$ cat config.mk
export PLATFORM = sky130hd
export DESIGN_NAME = priority_lock_arbiter_flat
export DESIGN_NICKNAME = d
export VERILOG_FILES = /design/src/hw/rtl/plk_pkg.sv /design/src/hw/rtl/plk_req_if.sv /design/src/hw/rtl/plk_rsp_if.sv /design/src/hw/rtl/plk_datapath.sv /design/src/hw/rtl/plk_controller.sv /design/src/hw/rtl/priority_lock_arbiter.sv /design/src/flat_wrapper.sv
export VERILOG_INCLUDE_DIRS = /design/src /design/src/hw/rtl
export SDC_FILE = /design/constraint.sdc
export NUM_CORES = 1
export LEC_CHECK = 0
export BUFFER_PORTS_ARGS = -buffer_cell sky130_fd_sc_hd__buf_4
export CORE_ASPECT_RATIO = 1.25
export CORE_MARGIN = 4
export CORE_UTILIZATION = 25
export DETAILED_ROUTE_END_ITERATION = 16
export PLACE_DENSITY_LB_ADDON = 0.15
export SLEW_MARGIN = 10
export SYNTH_ARGS = -nofsm -noshare
export SYNTH_HDL_FRONTEND = slang
export SYNTH_SLANG_ARGS = --single-unit
$ cat constraint.sdc
create_clock -name clk -period 2.87 [get_ports clk]
set_input_delay 0.1435 -clock clk [delete_from_list [all_inputs] [get_ports clk]]
set_output_delay 0.1435 -clock clk [all_outputs]
set_load 0.02 [all_outputs]
$ cat src/hw/rtl/assert_macros.svh
// Assertion macros shared by the priority lock arbiter RTL.
// Needs a clock named clk in the scope of each use, and a reset named rst for PLK_ASSERT.
`ifndef ASSERT_MACROS_SVH
`define ASSERT_MACROS_SVH
`ifndef SYNTHESIS
`define PLK_ASSERT(label, prop, msg) \
  label: assert property (@(posedge clk) disable iff (rst) (prop)) else $error(msg);
`define PLK_ASSERT_ALWAYS(label, prop, msg) \
  label: assert property (@(posedge clk) (prop)) else $error(msg);
`else
`define PLK_ASSERT(label, prop, msg)
`define PLK_ASSERT_ALWAYS(label, prop, msg)
`endif
`endif

$ cat src/hw/rtl/plk_pkg.sv
// Package of the priority lock arbiter: payload types, command and status codes.
// No dependencies.
`default_nettype none
package plk_pkg;

  localparam int ID_W              = 4;
  localparam int NUM_REQUESTERS_DEF = 8;

  localparam logic [1:0] CMD_TAKE    = 2'd0;
  localparam logic [1:0] CMD_RELEASE = 2'd1;
  localparam logic [1:0] CMD_CHANGE  = 2'd2;

  localparam logic [2:0] ST_ACQUIRED = 3'd0;
  localparam logic [2:0] ST_ALREADY  = 3'd1;
  localparam logic [2:0] ST_NOT_ACQ  = 3'd2;
  localparam logic [2:0] ST_WAITING  = 3'd3;
  localparam logic [2:0] ST_RELEASED = 3'd4;
  localparam logic [2:0] ST_ERROR    = 3'd5;

  typedef struct packed {
    logic [1:0]      cmd;
    logic [ID_W-1:0] requester_id;
    logic            will_wait;
    logic            quiet_type;
    logic            in_interrupt;
  } req_t;

  typedef struct packed {
    logic [2:0]      status;
    logic            owner_valid;
    logic [ID_W-1:0] owner_id;
    logic            reception_allowed;
    logic            grant_valid;
    logic [ID_W-1:0] grant_id;
  } rsp_t;

  // controller -> datapath
  typedef struct packed {
    logic load;  // process the accepted request and load the result register
  } ctl_t;

endpackage
`default_nettype wire

$ cat src/hw/rtl/plk_req_if.sv
// Request channel of the priority lock arbiter: valid, ready and a plk_pkg::req_t.
// Depends on plk_pkg.
`default_nettype none
interface plk_req_if;
  logic          valid;
  logic          ready;
  plk_pkg::req_t data;

  modport source (output valid, output data, input ready);
  modport sink   (input valid, input data, output ready);
endinterface
`default_nettype wire

$ cat src/hw/rtl/plk_rsp_if.sv
// Response channel of the priority lock arbiter: valid, ready and a plk_pkg::rsp_t.
// Depends on plk_pkg.
`default_nettype none
interface plk_rsp_if;
  logic          valid;
  logic          ready;
  plk_pkg::rsp_t data;

  modport source (output valid, output data, input ready);
  modport sink   (input valid, input data, output ready);
endinterface
`default_nettype wire

$ cat src/hw/rtl/plk_datapath.sv
// Datapath of the priority lock arbiter: lock state, waiter bits, grant encoder
// and the result register. Depends on plk_pkg.
`default_nettype none
module plk_datapath #(
  parameter int NUM_REQUESTERS = plk_pkg::NUM_REQUESTERS_DEF
) (
  input  wire logic          clk,
  input  wire logic          rst,
  input  wire plk_pkg::ctl_t ctl,
  input  wire plk_pkg::req_t req,
  output plk_pkg::rsp_t      result
);

  localparam int IDX_W = $clog2(NUM_REQUESTERS);
  localparam int ID_W  = plk_pkg::ID_W;

  logic                      held, held_next;
  logic [ID_W-1:0]           holder, holder_next;
  logic [NUM_REQUESTERS-1:0] waiting_mask, waiting_mask_next;
  logic [NUM_REQUESTERS-1:0] waiting_quiet, waiting_quiet_next;
  logic                      reception_level, reception_level_next;
  plk_pkg::rsp_t             result_next;

  logic             valid_id;
  logic             is_owner;
  logic [IDX_W-1:0] idx;
  logic             wait_found;
  logic [IDX_W-1:0] wait_idx;
  logic             gv;

  // lowest waiting id wins
  always_comb begin
    wait_found = 1'b0;
    wait_idx   = '0;
    for (int i = NUM_REQUESTERS - 1; i >= 0; i--) begin
      if (waiting_mask[i]) begin
        wait_found = 1'b1;
        wait_idx   = IDX_W'(i);
      end
    end
  end

  always_comb begin
    valid_id             = req.requester_id < ID_W'(NUM_REQUESTERS);
    idx                  = req.requester_id[IDX_W-1:0];
    is_owner             = held && (holder == req.requester_id);
    held_next            = held;
    holder_next          = holder;
    waiting_mask_next    = waiting_mask;
    waiting_quiet_next   = waiting_quiet;
    reception_level_next = reception_level;
    result_next.status   = plk_pkg::ST_ERROR;
    gv                   = 1'b0;

    if (valid_id) begin
      case (req.cmd)
        plk_pkg::CMD_TAKE: begin
          if (req.in_interrupt) begin
            result_next.status = plk_pkg::ST_ERROR;
          end else if (!held) begin
            held_next            = 1'b1;
            holder_next          = req.requester_id;
            reception_level_next = !req.quiet_type;
            result_next.status   = plk_pkg::ST_ACQUIRED;
          end else if (is_owner) begin
            result_next.status = plk_pkg::ST_ALREADY;
          end else if (!req.will_wait) begin
            result_next.status = plk_pkg::ST_NOT_ACQ;
          end else if (waiting_mask[idx]) begin
            result_next.status = plk_pkg::ST_ERROR;
          end else begin
            waiting_mask_next[idx]  = 1'b1;
            waiting_quiet_next[idx] = req.quiet_type;
            result_next.status      = plk_pkg::ST_WAITING;
          end
        end
        plk_pkg::CMD_RELEASE: begin
          if (is_owner) begin
            // interrupt context still releases, but reports an error
            if (wait_found) begin
              gv                          = 1'b1;
              waiting_mask_next[wait_idx] = 1'b0;
              held_next                   = 1'b1;
              holder_next                 = ID_W'(wait_idx);
              reception_level_next        = !waiting_quiet[wait_idx];
            end else begin
              held_next            = 1'b0;
              reception_level_next = 1'b1;
            end
            result_next.status = req.in_interrupt ? plk_pkg::ST_ERROR
                                                  : plk_pkg::ST_RELEASED;
          end
        end
        plk_pkg::CMD_CHANGE: begin
          if (!req.in_interrupt && is_owner) begin
            reception_level_next = !req.quiet_type;
            result_next.status   = plk_pkg::ST_ACQUIRED;
          end
        end
        default: begin
          result_next.status = plk_pkg::ST_ERROR;
        end
      endcase
    end

    result_next.owner_valid       = held_next;
    result_next.owner_id          = held_next ? holder_next : '0;
    result_next.reception_allowed = reception_level_next;
    result_next.grant_valid       = gv;
    result_next.grant_id          = gv ? ID_W'(wait_idx) : '0;
  end

  always_ff @(posedge clk) begin
    if (rst) begin
      held            <= 1'b0;
      holder          <= '0;
      waiting_mask    <= '0;
      waiting_quiet   <= '0;
      reception_level <= 1'b1;
    end else if (ctl.load) begin
      held            <= held_next;
      holder          <= holder_next;
      waiting_mask    <= waiting_mask_next;
      waiting_quiet   <= waiting_quiet_next;
      reception_level <= reception_level_next;
    end
  end

  always_ff @(posedge clk) begin
    if (ctl.load) begin
      result <= result_next;
    end
  end

endmodule
`default_nettype wire

$ cat src/hw/rtl/plk_controller.sv
// Controller of the priority lock arbiter: tracks the result register and
// drives the handshakes. Depends on plk_pkg.
`default_nettype none
module plk_controller (
  input  wire logic     clk,
  input  wire logic     rst,
  input  wire logic     req_valid,
  output logic          req_ready,
  output logic          rsp_valid,
  input  wire logic     rsp_ready,
  output plk_pkg::ctl_t ctl
);

  localparam logic S_EMPTY = 1'b0;
  localparam logic S_FULL  = 1'b1;

  logic state, state_next;

  always_comb begin
    // a new transaction may enter as the held result leaves
    req_ready  = (state == S_EMPTY) || rsp_ready;
    rsp_valid  = (state == S_FULL);
    ctl.load   = req_valid && req_ready;
    state_next = state;
    case (state)
      S_EMPTY: begin
        if (ctl.load) state_next = S_FULL;
      end
      S_FULL: begin
        if (rsp_ready && !ctl.load) state_next = S_EMPTY;
      end
      default: begin
        state_next = S_EMPTY;
      end
    endcase
  end

  always_ff @(posedge clk) begin
    if (rst) begin
      state <= S_EMPTY;
    end else begin
      state <= state_next;
    end
  end

endmodule
`default_nettype wire

$ cat src/hw/rtl/priority_lock_arbiter.sv
// Priority lock arbiter: single-owner lock with a lowest-id waiter grant. Each request
// (take, release or change type) gives exactly one response in the cycle after it is
// accepted, through a result register; one transaction per cycle is sustained while the
// receiver takes each response, and a new request is taken in the cycle the pending
// response leaves. The lock state and waiting bits load with the result register.
// Depends on plk_pkg, plk_req_if, plk_rsp_if, plk_controller, plk_datapath.
`default_nettype none
`include "assert_macros.svh"
module priority_lock_arbiter #(
  parameter int NUM_REQUESTERS = plk_pkg::NUM_REQUESTERS_DEF
) (
  input wire logic  clk,
  input wire logic  rst,
  plk_req_if.sink   req,
  plk_rsp_if.source rsp
);

  plk_pkg::ctl_t ctl;
  plk_pkg::rsp_t result;

  plk_controller u_ctrl (
    .clk       (clk),
    .rst       (rst),
    .req_valid (req.valid),
    .req_ready (req.ready),
    .rsp_valid (rsp.valid),
    .rsp_ready (rsp.ready),
    .ctl       (ctl)
  );

  plk_datapath #(
    .NUM_REQUESTERS (NUM_REQUESTERS)
  ) u_dp (
    .clk    (clk),
    .rst    (rst),
    .ctl    (ctl),
    .req    (req.data),
    .result (result)
  );

  assign rsp.data = result;

  `PLK_ASSERT(a_no_overwrite,
              (req.valid && req.ready) |-> (!rsp.valid || rsp.ready),
              "result overwritten")
  `PLK_ASSERT(a_owner_range,
              (rsp.valid && rsp.data.owner_valid) |->
              (rsp.data.owner_id < plk_pkg::ID_W'(NUM_REQUESTERS)),
              "owner id out of range")
  `PLK_ASSERT(a_grant_owner,
              (rsp.valid && rsp.data.grant_valid) |->
              (rsp.data.owner_valid && rsp.data.owner_id == rsp.data.grant_id),
              "grantee is not owner")
  `PLK_ASSERT(a_free_reception,
              (rsp.valid && !rsp.data.owner_valid) |-> rsp.data.reception_allowed,
              "free lock with reception off")
  `PLK_ASSERT_ALWAYS(a_reset_empty, $past(rst) |-> !rsp.valid, "response valid after reset")

endmodule
`default_nettype wire

$ cat src/flat_wrapper.sv
// flat-port wrapper written by rule: the top's interface ports become plain ports
module priority_lock_arbiter_flat 
#(
  parameter int NUM_REQUESTERS = plk_pkg::NUM_REQUESTERS_DEF
)
  (clk, rst, req_valid, req_data, req_ready, rsp_valid, rsp_data, rsp_ready);
  plk_req_if req_i ();
  plk_rsp_if rsp_i ();
  input wire logic clk;
  input wire logic rst;
  input wire logic [$bits(req_i.valid)-1:0] req_valid;
  input wire logic [$bits(req_i.data)-1:0] req_data;
  output wire logic [$bits(req_i.ready)-1:0] req_ready;
  output wire logic [$bits(rsp_i.valid)-1:0] rsp_valid;
  output wire logic [$bits(rsp_i.data)-1:0] rsp_data;
  input wire logic [$bits(rsp_i.ready)-1:0] rsp_ready;
  assign req_i.valid = req_valid;
  assign req_i.data = req_data;
  assign req_ready = req_i.ready;
  assign rsp_valid = rsp_i.valid;
  assign rsp_data = rsp_i.data;
  assign rsp_i.ready = rsp_ready;
  priority_lock_arbiter #(.NUM_REQUESTERS(NUM_REQUESTERS)) u_core (.clk(clk), .rst(rst), .req(req_i), .rsp(rsp_i));
endmodule
* After elaboration in Yosys (flattened, before gate mapping) *
Cells that the tools add are included.

word-level totals
  register bits after elaboration = 37
  logic and storage cells = 116
  bits of input ports = 13
  output and inout port bits = 16

operators by class
  eq/ne operators = 10
  bitwise gates (word level) = 7
  reductions and logical operators = 15
  multiplexer cells = 66
  order comparisons = 5

operators with widths
  cell                                                                count
  two-way mux 8 bit                                                   7
  two-way mux 3 bit                                                   14
  two-way mux 1 bit                                                   29
  two-way mux 4 bit                                                   5
  case mux 8 bit (2 select lines)                                     1
  inequality test 2 bit (second input constant)                       7
  AND reduction 10 bit                                                1
  case mux 3 bit (3 select lines)                                     1
  bitwise AND 8 bit                                                   1
  bitwise mux 8 bit                                                   1
  less-than comparator 3 x 4 -> 1 bit (second input constant)         2
  inverter 8 bit                                                      1
  OR 8 bit                                                            1
  case mux 4 bit (2 select lines)                                     1
  AND reduction 8 bit                                                 1
  binary-select mux 1 bit (select 3 bit)                              2
  demux 1 bit (select 3 bit)                                          2
  greater-or-equal comparator 3 x 1 -> 1 bit (second input constant)  2
  logical AND 1 bit                                                   6
  == test 4 bit                                                       1
  zero test 1 bit                                                     4
  less-than comparator 4 bit (second input constant)                  1
  inverter 1 bit                                                      4
  case mux 1 bit (2 select lines)                                     2
  6 further kinds                                                     6

* Longest topological paths before layout *
  depth after elaboration = 17
  gate-level depth with buffers = 8
  mapped depth without buffers = 8

* By module *
From an unflattened synthesis, not the netlist that was laid out.

second synthesis, totals
  cells, all modules = 246
  area, all modules = 2170.8 um^2

modules (own cells, without submodules)
  module          area an instance (um^2)  times used  cells each
  plk_datapath    2115.8                   1           241
  plk_controller  55.1                     1           5

* Worst setup path after synthesis *
No wires, ideal clock.

  kind = register to register
  from = register u_core.u_ctrl.state (netlist: u_core.u_ctrl.rsp_valid)
  to = register u_core.u_dp.waiting_quiet[4]
  arrival = 2144 ps
  path slack = 599 ps
  required time = 2742 ps
  buffers on the path = 0
  cell stages (with the launch flop) = 9
  cell sequence = dfxtp_1 -> nand2b_1 -> nand2_1 -> inv_1 -> nand2_1 -> or3_4 -> nor3b_2 -> mux2i_1 -> nor2_1

between the ends
  word-level cells in the longest chain between the ends = 4

RTL lines
  element                               RTL line                     source
  start: declaration                    plk_controller.sv:17         logic state, state_next;
  start signal: assignment              plk_controller.sv:42         state <= state_next;
  inverter 1 bit                        n/a
  logical OR 1 bit                      plk_controller.sv:21         req_ready = (state == S_EMPTY) || rsp_ready;
  net req_ready                         flat_wrapper.sv:13           output wire logic [$bits(req_i.ready)-1:0] req_ready;
  logical AND 1 bit                     plk_controller.sv:23         ctl.load = req_valid && req_ready;
  net u_core.ctl                        priority_lock_arbiter.sv:18  plk_pkg::ctl_t ctl;
  AND reduction 8 bit (no source line)  n/a
  end signal: assignment                plk_datapath.sv:124          waiting_quiet <= waiting_quiet_next;
  end: declaration                      plk_datapath.sv:20           logic [NUM_REQUESTERS-1:0] waiting_quiet, waiting_quiet_next;

The timed path passes the listed nets, and every way through them passes these cells.
A chain may end at the register's enable or synchronous reset.

* Worst setup path after layout *
  from = register u_core.u_dp.waiting_mask[0]
  to = register u_core.u_dp.waiting_quiet[4]

between the ends
  word-level cells in the longest chain between the ends = 4

RTL lines
  element                                  RTL line             source
  start: declaration                       plk_datapath.sv:19   logic [NUM_REQUESTERS-1:0] waiting_mask, waiting_mask_next;
  start signal: assignment                 plk_datapath.sv:123  waiting_mask <= waiting_mask_next;
  binary-select mux 1 bit (select 3 bit)   plk_datapath.sv:69   end else if (waiting_mask[idx]) begin
  two-way mux 1 bit (implied by the code)  plk_datapath.sv:69
  inverter 1 bit (no source line)          n/a
  AND reduction 8 bit (no source line)     n/a

No other way between the ends. The select of a mux whose other input is x is not followed.

==> key figures <==
GRT
  – Global route overflow: 0
  – Number of global-route vias before repair: 1773
  – First-pass GRT wire length: 9360 µm
  – Largest net degree at the start of global routing: 23
  – Overall global routing resource usage: 0.127
  – Initial antenna violation count: 0

Setup path
  – Worst r2r dst: u_core.u_dp.waiting_quiet[4]
  – CP Launch Point: u_core.u_dp.waiting_mask[0]
  – CP max stage delay: 0.43 ns
  – Setup CP Type: flip-flop to flip-flop
  – CP Cell Sequence: mux2_2 -> o32ai_2 -> o31ai_2 -> or3_4 -> nor3b_2 -> mux2i_1 -> nor2_1
  – Data arrival time of the worst path: 2.42 ns
  – Crit path launch type: flip-flop
  – FF-to-FF Start: u_core.u_dp.waiting_mask[0]
  – Setup slack, reg-to-reg: 0.63 ns
  – Req. time, crit path: 3.05 ns
  – Critical path capture point: u_core.u_dp.waiting_quiet[4]
  – Critical-path maximum fanout: 9
  – Worst path slowest cell: or3_4
  – FF-to-FF path depth: 7
  – Setup crit end kind: flip-flop

Layout
  – Final Cell Area: 2410 µm²
  – Area occupied by multi-input gates: 1090 µm²
  – Area grow syn2layout: 18.1%
  – Antenna diode count: 0
  – Storage element area: 851 µm²
  – Layout net count: 271
  – Layout cells sized above 1: 0.193
  – Fillers: 849

Placement
  – IO Port Bufs: 27
  – Post-place instance area: 2330 µm²
  – Final GP Congestion: 0.803
  – Detailed placement HPWL: 4470 µm
  – Place WS: 0.654 ns

Timing
  – F_max: 0.447 GHz
  – Period utilisation layout: 0.780
  – Total negative slack for setup checks: 0 ns
  – Period minus WS final: 2.24 ns
  – Worst setup margin: 0.632 ns
  – RSZ-0062 raised after global routing: no
  – Max-slew violation count: 0
  – Hold Violations, Final: 0
  – Final setup fails: 0
  – Clock Skew: 0.00471 ns
  – WHS: 0.102 ns

Power and ir drop
  – Net load switching power: 0.269 mW
  – Seq pwr share: 0.533
  – Clk network pwr share: 0.345
  – Int Power: 0.756 mW
  – LEAKAGE: 0.880 nW
  – PwrDens: 425 nW/µm²
  – Switch share: 0.262
  – Comb pwr share: 0.123
  – Max VDD drop: 0.000152 V

Die
  – Initial Util: 0.259
  – Die width: 88.8 µm
  – Die extent in y: 109 µm
  – I/O pins: 29
  – Num rows: 36
  – Core outline area: 7880 µm²
  – Die area: 9680 µm²

Synth
  – Yosys warnings: 0
  – Sequential share of the synthesized area: 0.417
  – Number of synthesized flops with an enable pin: 13
  – Top_reg_cell synth: dfxtp_1
  – Synthesized area per cell: 8.75 µm²
  – Synth cell types: 51
  – Cells after synthesis: 233
  – Synth async-reset ratio: 0
  – Post-synthesis register bit count: 36
  – Syn Nets: 246
  – Synth Cell Area: 2040 µm²

Drt
  – Routed WL: 5780 µm
  – Drt wl/cell: 16.3 µm
  – DRC viols: 0
  – Iteration-0 DRC count of the detailed router: 69
  – Drt pass-1 iters: 4
  – Via Count: 1781
  – Vias per cell: 5.03
  – Antenna Violating Nets Remaining: 0

Clock tree
  – CTS root buffer: clkbuf_8
  – CTS tree: done
  – CTS clk-pin slew, worst paths: 0.07 ns
  – CTS resizes: 0
  – Clock Path Buffers: 2
  – Post-CTS Hold Buffers: 0
  – Clock Latency Late Sink: 0.29 ns
  – CTS Sinks: 36
  – Total CTS buffers: 5
  – H-tree level count: 2
  – Setup Fix Bufs, Post-CTS: 0

Run status
  – Outcome: finished, final reports clean

Worst hold path
  – Min-delay worst type: input pin to flip-flop

Run
  – Max_cap viols: 0
-- synth_stat cells, types with 2 or more instances --
cell      instances  area, µm²
a211oi_1          7       52.6
a21oi_1          16       80.1
a221oi_1          3       26.3
and2_1            3       18.8
and3_1            2       12.5
buf_2             5       25.0
buf_4             2       15.0
clkbuf_1          5       18.8
dfxtp_1          23        460
edfxtp_1         13        390
inv_1             9       33.8
mux2_2            3       33.8
mux2i_1           8       80.1
nand2_1          21       78.8
nand2b_1          2       12.5
nand3_1          11       55.1
nor2_1           27        101
nor2b_1           6       37.5
nor3_1            8       40.0
nor3_2            2       20.0
nor3b_2           2       25.0
nor4_1            5       31.3
o21ai_0          14       70.1
o32ai_1           2       17.5
or3_1             2       12.5
or3b_1            4       35.0
xor2_1            4       35.0
-- worst min-delay path by stage --
| stage | from | to | slack, ns | cells after the start |
|---|---|---|---|---|
| 2_1_floorplan | rst | u_core.u_dp.holder[0] | 0.26 | 1 |
| 3_3_place_gp | req_valid | u_core.u_ctrl.rsp_valid | 0.40 | 3 |
| 3_5_place_dp | req_valid | u_core.u_ctrl.rsp_valid | 0.41 | 3 |
| 4_1_cts | req_valid | u_core.u_ctrl.rsp_valid | 0.09 | 3 |
| 5_1_grt | req_valid | u_core.u_ctrl.rsp_valid | 0.10 | 3 |
| 6_report | req_valid | u_core.u_ctrl.rsp_valid | 0.10 | 3 |
-- worst max-delay path: cells and delay by family, from the launching register on --
family           cells  cell delay [ns]
AND/OR/NAND/NOR      3             0.75
multiplexers         2             0.53
flip-flops           1             0.42
AO/OA/AOI/OAI        2             0.42
-- metrics by stage --
step	power [mW]	utilization	instances
floorplan	0.636	-	233
global placement	0.685	0.295	346
detailed placement	0.685	0.295	346
CTS	1.04	0.306	354
global route	1.07	0.306	354
finish	1.02	0.306	354
-- logic make-up (layout without fill, tap and decap cells) --
kind of cell,Yosys count,in the layout,share of synthesized area
flip-flops,36,36,0.417
AND/OR/NAND/NOR,100,100,0.263
XOR/XNOR,4,4,0.0172
other,1,1,0.00184
multiplexers,11,11,0.0558
AO/OA/AOI/OAI,59,59,0.198
buffers and inverters,22,48,0.0472
-- sequential cells by signal (all words and copies together) (netlist names) --
name and cells:
u_core.u_dp.held 1, u_core.u_dp.waiting_quiet 8, u_core.u_ctrl.rsp_valid 1, u_core.u_dp.result 13, u_core.u_dp.waiting_mask 8, u_core.u_dp.holder 4, u_core.u_dp.reception_level 1
-- metal layers --
metal | GRT usage | vias up | share of wire
li1 | - | 901 | -
met1 | 0.148 | 828 | 0.43
met2 | 0.219 | 38 | 0.50
met3 | 0.0249 | 14 | 0.045
met4 | 0.0594 | 0 | 0.025
met5 | 0 | - | 0
-- power groups by stage --
stage	combinational [mW]	clock [mW]	sequential [mW]
6_report	0.126	0.353	0.546
5_1_grt	0.139	0.382	0.547
4_1_cts	0.128	0.371	0.546
3_5_place_dp	0.127	0	0.557
3_3_place_gp	0.128	0	0.557
2_1_floorplan	0.0675	0	0.569
-- layout make-up --
| cell class | instances | share of cell area |
|---|---|---|
| clock buffers | 7 | 0.0317 |
| clock inverters | 1 | 0.00156 |
| inverters | 9 | 0.0140 |
| multi-input cells | 175 | 0.454 |
| flip-flops and latches | 36 | 0.353 |
| well taps | 95 | 0.0494 |
| repair buffers | 31 | 0.0966 |
-- placed cells by master (no fill, tap or decap), types with 7 or more instances in the layout --
cell type and n:
edfxtp_1 13, buf_4 31, nor2_1 27, o21ai_0 14, a21oi_1 16, dfxtp_1 23
inv_1 9, nor3_1 8, nand3_1 11, a211oi_1 7, mux2i_1 8, nand2_1 21
Note: power is estimated with default switching activity, not from simulation.
